==> src/rtl/bba_pkg.sv <==
// Shared types and constants for the bitmap block allocator.
// Used by bba_ctrl, bba_datapath and bitmap_block_allocator_core; no dependencies.
package bba_pkg;

  localparam int unsigned FuncW  = 2;
  localparam int unsigned BlockW = 17;
  localparam int unsigned WordW  = 16;

  // Highest word index reachable by a 17-bit block number, plus one
  localparam int unsigned AddressableWords = 8192;

  localparam logic [WordW-1:0] WordFull   = 16'hffff;
  localparam logic [WordW-1:0] WordFmtLow = 16'h0007;

  typedef enum logic [FuncW-1:0] {
    FUNC_ALLOC = 2'd0,
    FUNC_MARK  = 2'd1,
    FUNC_FREE  = 2'd2,
    FUNC_NOP   = 2'd3
  } func_e;

  typedef enum logic [5:0] {
    S_CLEAR  = 6'b000001,
    S_IDLE   = 6'b000010,
    S_DECODE = 6'b000100,
    S_SCAN   = 6'b001000,
    S_RMW    = 6'b010000,
    S_FINISH = 6'b100000
  } state_e;

  // Controller to datapath
  typedef struct packed {
    logic clr_wr;     // write format value at clear pointer
    logic load_req;   // capture incoming request
    logic scan_init;  // restart word scan
    logic scan_step;  // issue next scan read
    logic alloc_wr;   // set lowest free bit of found word
    logic rd_blk;     // read word holding the request block
    logic rmw_wr;     // write back set or cleared bit
    logic res_fail;   // result: block 0, full status
    logic res_echo;   // result: echo request block
    logic out_load;   // move result into output register
  } cmd_t;

  // Datapath to controller
  typedef struct packed {
    logic clr_last;
    logic is_alloc;
    logic is_rmw;
    logic disk_ok;
    logic word_ok;
    logic found;
    logic exhausted;
    logic out_free;
  } sts_t;

endpackage

==> src/rtl/bba_ctrl.sv <==
// Sequencer for the bitmap block allocator: clearing pass, scan, read-modify-write.
// Depends on bba_pkg; drives bba_datapath through bba_pkg::cmd_t.
module bba_ctrl (
  input  logic          clk_i,
  input  logic          rst_ni,
  input  logic          in_valid_i,
  output logic          in_ready_o,
  input  bba_pkg::sts_t sts_i,
  output bba_pkg::cmd_t cmd_o
);

  bba_pkg::state_e state_q, state_d;

  always_ff @(posedge clk_i or negedge rst_ni) begin
    if (!rst_ni) begin
      state_q <= bba_pkg::S_CLEAR;
    end else begin
      state_q <= state_d;
    end
  end

  assign in_ready_o = (state_q == bba_pkg::S_IDLE);

  always_comb begin
    state_d = state_q;
    cmd_o   = '0;
    case (state_q)
      bba_pkg::S_CLEAR: begin
        cmd_o.clr_wr = 1'b1;
        if (sts_i.clr_last) begin
          state_d = bba_pkg::S_IDLE;
        end
      end
      bba_pkg::S_IDLE: begin
        if (in_valid_i) begin
          cmd_o.load_req = 1'b1;
          state_d        = bba_pkg::S_DECODE;
        end
      end
      bba_pkg::S_DECODE: begin
        if (sts_i.is_alloc && sts_i.disk_ok) begin
          cmd_o.scan_init = 1'b1;
          state_d         = bba_pkg::S_SCAN;
        end else if (sts_i.is_alloc) begin
          cmd_o.res_fail = 1'b1;
          state_d        = bba_pkg::S_FINISH;
        end else if (sts_i.is_rmw && sts_i.disk_ok && sts_i.word_ok) begin
          cmd_o.rd_blk = 1'b1;
          state_d      = bba_pkg::S_RMW;
        end else begin
          cmd_o.res_echo = 1'b1;
          state_d        = bba_pkg::S_FINISH;
        end
      end
      bba_pkg::S_SCAN: begin
        if (sts_i.found) begin
          cmd_o.alloc_wr = 1'b1;
          state_d        = bba_pkg::S_FINISH;
        end else if (sts_i.exhausted) begin
          cmd_o.res_fail = 1'b1;
          state_d        = bba_pkg::S_FINISH;
        end else begin
          cmd_o.scan_step = 1'b1;
        end
      end
      bba_pkg::S_RMW: begin
        cmd_o.rmw_wr   = 1'b1;
        cmd_o.res_echo = 1'b1;
        state_d        = bba_pkg::S_FINISH;
      end
      bba_pkg::S_FINISH: begin
        // hold until the output register can take the result
        if (sts_i.out_free) begin
          cmd_o.out_load = 1'b1;
          state_d        = bba_pkg::S_IDLE;
        end
      end
      default: begin
        state_d = bba_pkg::S_CLEAR;
      end
    endcase
  end

  a_state_onehot: assert property (@(posedge clk_i) disable iff (!rst_ni)
    $onehot(state_q))
    else $error("controller state not one-hot");

  a_alloc_needs_found: assert property (@(posedge clk_i) disable iff (!rst_ni)
    cmd_o.alloc_wr |-> sts_i.found && sts_i.is_alloc)
    else $error("allocate write without a free word");

  a_load_needs_slot: assert property (@(posedge clk_i) disable iff (!rst_ni)
    cmd_o.out_load |-> sts_i.out_free)
    else $error("output register overwritten");

endmodule

==> config.mk <==
export PLATFORM = sky130hd
export DESIGN_NAME = bba_ctrl
export DESIGN_NICKNAME = d
export VERILOG_FILES = /design/src/rtl/bba_pkg.sv /design/src/rtl/bba_ctrl.sv
export SDC_FILE = /design/constraint.sdc
export NUM_CORES = 1
export LEC_CHECK = 0
export BUFFER_PORTS_ARGS = -buffer_cell sky130_fd_sc_hd__buf_4
export CELL_PAD_IN_SITES_DETAIL_PLACEMENT = 0
export CELL_PAD_IN_SITES_GLOBAL_PLACEMENT = 1
export CORE_UTILIZATION = 31
export DETAILED_ROUTE_END_ITERATION = 8
export PLACE_DENSITY_LB_ADDON = 0.2
export SLEW_MARGIN = 20
export SYNTH_ARGS = -nofsm -noshare
export SYNTH_HDL_FRONTEND = slang
export SYNTH_SLANG_ARGS = --single-unit
==> constraint.sdc <==
create_clock -name clk_i -period 2.2 [get_ports clk_i]
set_input_delay 0.11 -clock clk_i [delete_from_list [all_inputs] [get_ports clk_i]]
set_output_delay 0.11 -clock clk_i [all_outputs]
set_load 0.05 [all_outputs]
==> results of run 1 <==
==> critical path, cell delays in order, from the launching register on <==
cell and delay (ns):
dfrtp_2 0.44, or4_4 0.57, or4_4 0.54, inv_1 0.09, buf_6 0.15
==> through the flow <==
step	TNS [ns]	power [uW]	cells	area (sq um)
after floorplan	-0.152	465	60	505
after global placement	0	577	95	677
after detailed placement	0	568	95	677
after CTS	0	688	100	713
after global routing	-0.00282	741	101	731
final	0	695	101	731
==> layout make-up <==
type | instances | area (sq um)
fillers | 128 | 652
flip-flops and latches | 6 | 153
clock buffers | 4 | 26.3
well taps | 15 | 18.8
multi-input cells | 46 | 320
repair buffers | 25 | 194
inverters | 5 | 18.8
==> layer usage <==
metal | share of wire [%] | routed length (microns) | global-route usage [%] | vias to the layer above
met2 | 42 | 543 | 21.3 | 27
met5 | 0 | 0 | 0 | -
li1 | - | - | - | 272
met3 | 8.8 | 114 | 5.65 | 0
met1 | 49 | 631 | 23.2 | 243
met4 | 0 | 0 | 3.87 | 0
==> repair_timing <==
item | in CTS | in global routing
hold buffers | 1 | 0
endpoints found under the setup margin | 0 | 3
resized for setup | 0 | 3
buffers inserted | 0 | 1
hold endpoints to repair | 6 | 0
==> placed cells by master (no fill, tap or decap), types with 2 or more instances in the layout <==
cell	netlist	routed
nor3b_1	4	2
clkbuf_4	0	3
nand3_1	4	4
inv_1	5	5
o21ai_0	2	2
nor3b_2	0	2
a211oi_1	2	2
nand4_1	2	2
buf_4	0	23
a21o_1	2	2
nor3_1	4	3
nor2_1	5	5
and3_1	2	2
nand2b_1	2	2
and2_1	2	2
or4_4	2	2
dfrtp_1	5	4
==> kinds of logic (layout without fill, tap and decap cells) <==
logic type | count (synthesis) | in the layout | synth area share (%)
DFF | 6 | 6 | 30.9
buffers and inverters | 8 | 34 | 7.91
AOI/OAI and AO/OA | 12 | 12 | 18.4
xor gates and xnor gates | 1 | 1 | 1.79
and+or+nand+nor | 33 | 33 | 41.1
==> worst paths after layout <==
path                            start          to  slack, ns  cells after the start
setup / recovery           state_q[5]    cmd_o[6]       0.04                      4
hold / removal             in_valid_i  state_q[2]       0.08                      2
setup reg to reg           state_q[5]  state_q[1]       0.32                      4
hold reg to reg            state_q[5]  state_q[5]       0.65                      3
max in group asynchronous      rst_ni  state_q[0]       1.79                      2
min in group asynchronous      rst_ni  state_q[2]       0.19                      2
==> where the power goes <==
group	internal [uW]	switching, uW
registers	144	39.5
logic	172	224
clock network	69.1	45.7
==> results by group, run 1 <==
Synthesis
  – Most instantiated cells after synthesis: 5 x dfrtp_1, 5 x inv_1, 5 x nor2_1
  – Dominant cells by area after synthesis: dfrtp_1 26%, nor3b_1 6.1%, dfstp_2 5.4%
  – Syn Area/Cell: 8.17 sq um
  – Netlist cell types: 31
  – Synth Register Bits: 6
  – Sequential area share after synthesis: 30.9%
  – Synth warn: 0
  – Asr flop ratio synth: 100%
  – Post-Syn Area: 490 sq um
  – Synthesized netlist cell count: 60
  – Yosys top cell by area: dfrtp_1
  – EDFF count, synth: 0
  – Yosys top cell area share: 25.5%
  – Synthesized net count: 71
  – Predominant post-synthesis flop cell: dfrtp_1

Placed design
  – GP Congestion: 0.812
  – Post-place setup slack: 0.321 ns
  – DP Wirelength: 964 microns
  – IO Port Bufs: 21

Floorplanning
  – Area of the core: 0.00138 sq mm
  – DIE AREA: 0.00175 sq mm
  – Die Ht: 41.8 microns
  – Rows: 13
  – Die W: 41.8 microns
  – Starting Density: 35.5%
  – Num ports: 22

GRT
  – Vias in the first global route: 472
  – Largest net degree at the start of global routing: 11
  – Total track usage: 15.7%
  – First-pass GRT wire length: 2140 microns
  – Initial antenna violation count: 0
  – Remaining global-route overflow: 0

STA
  – Fin. Hold Viols: 0
  – Hold_ws: 0.0807 ns
  – Tightest Pin Transition: 0.465 ns
  – Max Slew Vio Count: 0
  – # setup viols final: 0
  – Tcrit/Tclk final: 98.0%
  – Post-layout min period: 2.16 ns
  – Highest Clock Rate: 464 MHz
  – Slew HR: 68.5%
  – Final worst slack: 0.0440 ns
  – Clk_skew: 0.0181 ns

Layout
  – Most flop-heavy register: state_q
  – Nets: 98
  – Share of cells above drive strength 1: 41.9%
  – Biggest regs: state_q (6)
  – Util after Layout: 52.9%
  – Antenna Cells: 0
  – Area grow syn2layout: 49.0%
  – Max reg flops: 6

Drt
  – Residual DRC: 0
  – Initial DRC Count: 27
  – Final ANT Viol Nets: 0
  – DRT Pass-1 Iters: 4
  – DR vias/cell: 5.37
  – Final wirelength: 1290 microns
  – Vias: 542
  – Wirelength per Cell: 12.8 microns

Clock network
  – Total CTS buffers: 3
  – CTS sink count: 6
  – Bufs on Longest Clock Path: 2
  – Reg clk slew, reported paths: 0.06 ns
  – H-tree level count: 1
  – CTS root buf: clkbuf_4
  – CTS tree: built
  – Worst skew pair latency: 0.25 ns

Status
  – Outcome: completed

Critical path
  – Endpoint class of the critical path: output pin
  – Type of the worst setup path: reg -> out
  – Worst Path Required: 2.09 ns
  – Crit Path Max Fanout: 5
  – Worst EP arrival: 2.05 ns
  – Startpoint Class: flip-flop

Pwr
  – Static Leak: 0.000362 uW
  – VDD IR max: 369 uV
  – Pwr per Cell Area: 951 mW/mm^2

Job
  – Max cap viols: 0

Worst hold path
  – Worst Hold Class: in -> reg
Note: power is estimated with default switching activity, not from simulation.
==> inputs of run 2 (changes only) <==
==> constraint.sdc (replaced) <==
create_clock -name clk_i -period 2.2 [get_ports clk_i]
set_input_delay 0.11 -clock clk_i [delete_from_list [all_inputs] [get_ports clk_i]]
set_output_delay 0.11 -clock clk_i [all_outputs]
set_load 0.1 [all_outputs]
==> run 2 against run 1 <==
Net effect: first-iteration DRC count is 67% lower; final area rose by 15%; clock skew is 0.018 ns lower; critical path type unchanged; setup slack better by 0.012 ns; via count rose by 3.1%; count of clock-buffer cells in the layout unchanged; final cell count is 2.0% higher; fmax rose by 0.55%; critical path depth unchanged.
==> results by group, run 2 (synthesized netlist as in run 1, its figures left out) <==
Pwr
  – VDD IR max: 1070 uV
  – Pwr per Cell Area: 1000 mW/mm^2
  – Static Leak: 0.000379 uW

GRT
  – Remaining global-route overflow: 0
  – Total track usage: 17.9%
  – Vias in the first global route: 525
  – First-pass GRT wire length: 2370 microns
  – Initial antenna violation count: 0
  – Largest net degree at the start of global routing: 10

Clock network
  – Reg clk slew, reported paths: 0.05 ns
  – Worst skew pair latency: 0.25 ns
  – CTS tree: built
  – CTS sink count: 6
  – H-tree level count: 1
  – Bufs on Longest Clock Path: 2
  – Total CTS buffers: 3
  – CTS root buf: clkbuf_4

Placed design
  – IO Port Bufs: 21
  – DP Wirelength: 1060 microns
  – GP Congestion: 0.760
  – Post-place setup slack: 0.151 ns

Drt
  – Final ANT Viol Nets: 0
  – Vias: 559
  – Final wirelength: 1350 microns
  – Initial DRC Count: 9
  – Wirelength per Cell: 13.1 microns
  – DR vias/cell: 5.43
  – Residual DRC: 0
  – DRT Pass-1 Iters: 4

Status
  – Outcome: completed

STA
  – Hold_ws: 0.0933 ns
  – Post-layout min period: 2.14 ns
  – Clk_skew: 0.000452 ns
  – Final worst slack: 0.0557 ns
  – Max Slew Vio Count: 0
  – Highest Clock Rate: 466 MHz
  – Fin. Hold Viols: 0
  – # setup viols final: 0
  – Tcrit/Tclk final: 97.5%
  – Tightest Pin Transition: 0.474 ns
  – Slew HR: 68.0%

Floorplanning
  – Die W: 41.8 microns
  – Rows: 13
  – Die Ht: 41.8 microns
  – Starting Density: 35.5%
  – DIE AREA: 0.00175 sq mm
  – Area of the core: 0.00138 sq mm
  – Num ports: 22

Critical path
  – Crit path from: state_q[5]
  – Critical R2R Capture: state_q[5]
  – Worst EP arrival: 2.03 ns
  – Worst Path Required: 2.09 ns
  – Type of the worst setup path: reg -> out
  – Critical Path Sink: cmd_o[6]
  – Endpoint class of the critical path: output pin
  – Worst reg2reg path depth: 4
  – Startpoint Class: flip-flop
  – R2r startpoint: state_q[5]
  – Worst reg2reg setup slack: 0.34 ns
  – Crit Path Max Fanout: 5

Layout
  – Commonest non-fill, non-tap cell in the layout: buf_4
  – Most flop-heavy register: state_q
  – Most frequent cells in the layout: 23 x buf_4, 4 x nand3_1, 4 x inv_1, 4 x dfrtp_1
  – Antenna Cells: 0
  – Nets: 100
  – Max reg flops: 6
  – Share of cells above drive strength 1: 54.5%
  – Area grow syn2layout: 71.9%
  – Biggest regs: state_q (6)
  – Fillers: 133

Job
  – Max cap viols: 0

Worst hold path
  – Worst Hold Class: in -> reg
==> run 2: cell count changes in the layout (fill, tap and decap cells not counted), sizes merged <==
cell      delta
buf          +2
clkinvlp     +1
inv          -1
==> run 2: how the worst min path moves through the flow <==
stage                     from  cells after the start  slack [ns]    endpoint
CTS                   sts_i[6]                      2        0.08  state_q[4]
detailed placement      rst_ni                      1       -0.08  state_q[1]
floorplan               rst_ni                      0       -0.19  state_q[1]
finish              in_valid_i                      2        0.09  state_q[2]
global placement        rst_ni                      1       -0.08  state_q[2]
global route        in_valid_i                      2        0.08  state_q[2]
==> run 2: through the flow <==
stage	instances	power, uW	TNS, ns	utilization [%]	instance area [sq um]
after floorplan	60	601	-0.367	-	564
after global placement	96	726	0	53.8	743
after detailed placement	96	721	0	53.8	743
after CTS	101	844	0	59.0	816
after global routing	103	907	-0.00694	61.0	843
final	103	847	0	61.0	843
==> run 2: final cells by class <==
class	instances	area, sq um	share of cell area [%]
clock buffers	4	26.3	3.12
inverters	5	22.5	2.67
multi-input cells	46	380	45.1
flip-flops and latches	6	153	18.1
well taps	15	18.8	2.23
repair buffers	27	243	28.8
==> run 2: power breakdown <==
group	switching [uW]	internal, uW
combinational	362	214
clock	43.6	69.0
sequential	15.5	143
total	421	426
==> run 2: routing by layer <==
layer  track usage (%)  share of wire, %  vias up
met2              28.7                51       23
met5                 0                 0        -
li1                  -                 -      278
met4              3.87                 0        0
met1              22.7                42      258
met3              6.52               6.4        0
==> run 2: timing repair <==
item	CTS	global route
setup buffers	0	2
endpoints found under the setup margin	4	5
endpoints found under the hold margin	6	0
hold buffers	1	0
resized for setup	9	4
==> run 2: worst max-delay path, cell delays in order, from the launching register on <==
cell and delay, ns:
dfrtp_2 0.41, or4_4 0.55, or4_4 0.55, clkinvlp_4 0.11, buf_12 0.16
==> inputs of run 3 (changes only) <==
--- a/config.mk
+++ b/config.mk
@@ -5,7 +5,7 @@
 export SDC_FILE = /design/constraint.sdc
 export NUM_CORES = 1
 export LEC_CHECK = 0
-export BUFFER_PORTS_ARGS = -buffer_cell sky130_fd_sc_hd__buf_4
+export BUFFER_PORTS_ARGS = -buffer_cell sky130_fd_sc_hd__buf_2
 export CELL_PAD_IN_SITES_DETAIL_PLACEMENT = 0
 export CELL_PAD_IN_SITES_GLOBAL_PLACEMENT = 1
 export CORE_UTILIZATION = 31
==> run 3 against run 2 <==
Net effect: combinational power fell by 9.4%; power fell by 2.9%; first-iteration DRC count did not move; sequential cell count did not move; non-clock buffer count fell by 1; final cell count fell by 0.97%; clock power barely moved; sequential share of layout area fell by 0.34 points; hold slack improved by 0.015 ns; largest cell class unchanged.
==> results by group, run 3 (synthesized netlist as in run 1, its figures left out) <==
Status
  – Outcome: completed

Drt
  – DRT Pass-1 Iters: 4
  – Initial DRC Count: 9
  – DR vias/cell: 5.39
  – Vias: 550
  – Final ANT Viol Nets: 0
  – Residual DRC: 0
  – Wirelength per Cell: 12.5 microns
  – Final wirelength: 1280 microns

Pwr
  – Static Leak: 0.000375 uW
  – Pwr per Cell Area: 957 mW/mm^2
  – Comb power frac: 63.4%
  – P_int: 407 uW
  – VDD IR max: 1120 uV
  – Switching share of power: 50.5%
  – Clock power frac: 13.4%
  – Switching Power: 415 uW
  – Seq pwr share: 23.2%

STA
  – Tcrit/Tclk final: 96.9%
  – Final worst slack: 0.0686 ns
  – RSZ-0062 raised after global routing: false
  – # setup viols final: 0
  – Tightest Pin Transition: 0.448 ns
  – Highest Clock Rate: 469 MHz
  – Post-layout min period: 2.13 ns
  – Max Slew Vio Count: 0
  – Slew HR: 69.3%
  – Clk_skew: 0.00331 ns
  – Fin. Hold Viols: 0

Layout
  – Fillers: 122
  – Share of cells above drive strength 1: 54.0%
  – Fin cells: 102
  – Commonest non-fill, non-tap cell in the layout: buf_2
  – Most frequent cells in the layout: 14 x buf_2, 7 x buf_12
  – Max reg flops: 6
  – Most flop-heavy register: state_q
  – Biggest regs: state_q (6)
  – Area of the multi-input gates: 389 sq um
  – Area grow syn2layout: 75.3%
  – Nets: 99
  – Antenna Cells: 0
  – FF+latch area: 153 sq um

Critical path
  – Crit Path Max Fanout: 6
  – Worst EP arrival: 2.02 ns
  – Crit path from: state_q[5]
  – Worst Path Required: 2.09 ns
  – Endpoint class of the critical path: output pin
  – Type of the worst setup path: reg -> out
  – R2r startpoint: state_q[5]
  – Worst reg2reg setup slack: 0.24 ns
  – Startpoint Class: flip-flop

GRT
  – Vias in the first global route: 521
  – Initial antenna violation count: 0
  – First-pass GRT wire length: 2210 microns
  – Remaining global-route overflow: 0
  – Total track usage: 16.1%
  – Largest net degree at the start of global routing: 11

Clock network
  – Worst skew pair latency: 0.24 ns
  – Bufs on Longest Clock Path: 2
  – H-tree level count: 1
  – CTS sink count: 6
  – Total CTS buffers: 3
  – CTS tree: built
  – CTS root buf: clkbuf_4
  – Reg clk slew, reported paths: 0.05 ns

Placed design
  – Post-place setup slack: 0.225 ns
  – IO Port Bufs: 21
  – GP Congestion: 0.850
  – Placed cells: 95
  – DP Wirelength: 998 microns

Floorplanning
  – Rows: 13
  – Area of the core: 0.00138 sq mm
  – Die Ht: 41.8 microns
  – Die W: 41.8 microns
  – DIE AREA: 0.00175 sq mm
  – Starting Density: 35.5%
  – Num ports: 22

Worst hold path
  – Worst Hold Launch: in_valid_i
  – Worst Hold Class: in -> reg

Job
  – Max cap viols: 0
[run 3: changes by cell type in the layout (fill, tap and decap cells not counted)]
cell / delta
buf_12: +4
buf_2: +14
buf_4: -19
nor2_1: +1
nor2_2: -2
nor2_4: +1
nor4b_1: -1
nor4b_2: +1
[run 3: path summary, 6_finish.rpt]
check,endpoint,depth (start not counted)
setup / recovery,cmd_o[6],4
hold / removal,state_q[2],2
setup reg to reg,state_q[1],5
hold reg to reg,state_q[1],1
max in group asynchronous,state_q[0],2
min in group asynchronous,state_q[2],2
[run 3: area by class of cell]
cell class                 count  area share [%]
sequential                     6            17.8
timing repair buffer          26            29.1
multi-input combinational     46            45.3
tap                           15            2.18
inverter                       5            2.62
clock buffer                   4            3.06
[run 3: per-stage QoR]
step | utilization [%] | power [uW] | cell area (sq um) | hold WS, ns | TNS [ns]
2_1_floorplan | - | 601 | 564 | -0.186 | -0.367
3_3_place_gp | 57.0 | 705 | 788 | -0.0660 | 0
3_5_place_dp | 57.0 | 699 | 788 | -0.0628 | 0
4_1_cts | 60.2 | 818 | 832 | 0.103 | 0
5_1_grt | 62.2 | 867 | 860 | 0.105 | 0
6_report | 62.2 | 823 | 860 | 0.108 | 0
[run 3: layer usage]
metal  vias to the layer above  track usage (%)  wire, microns
met3                         2             3.91             75
met4                         0             5.81             12
li1                        275                -              -
met1                       250             22.1            612
met2                        23             24.4            577
met5                         -                0              0
[run 3: power groups by stage]
stage	Sequential, uW	Combinational [uW]	Clock, uW
finish	191	522	110
detailed placement	188	512	0
global route	193	552	122
global placement	189	516	0
CTS	187	518	114
floorplan	151	450	0
[run 3: what timing repair did]
action / 4_1_cts / 5_1_grt
hold buffers: 1 / 0
gates resized for setup: 2 / 3
endpoints found under the setup margin: 2 / 4
pin swaps: 0 / 2
setup buffers: 0 / 2
endpoints found under the hold margin: 6 / 0
[run 3: worst max-delay path, stage by stage, from the launching register on]
cell and delay (ns):
dfrtp_2 0.43, or4_4 0.51, or4_4 0.57, clkinvlp_4 0.11, buf_12 0.16
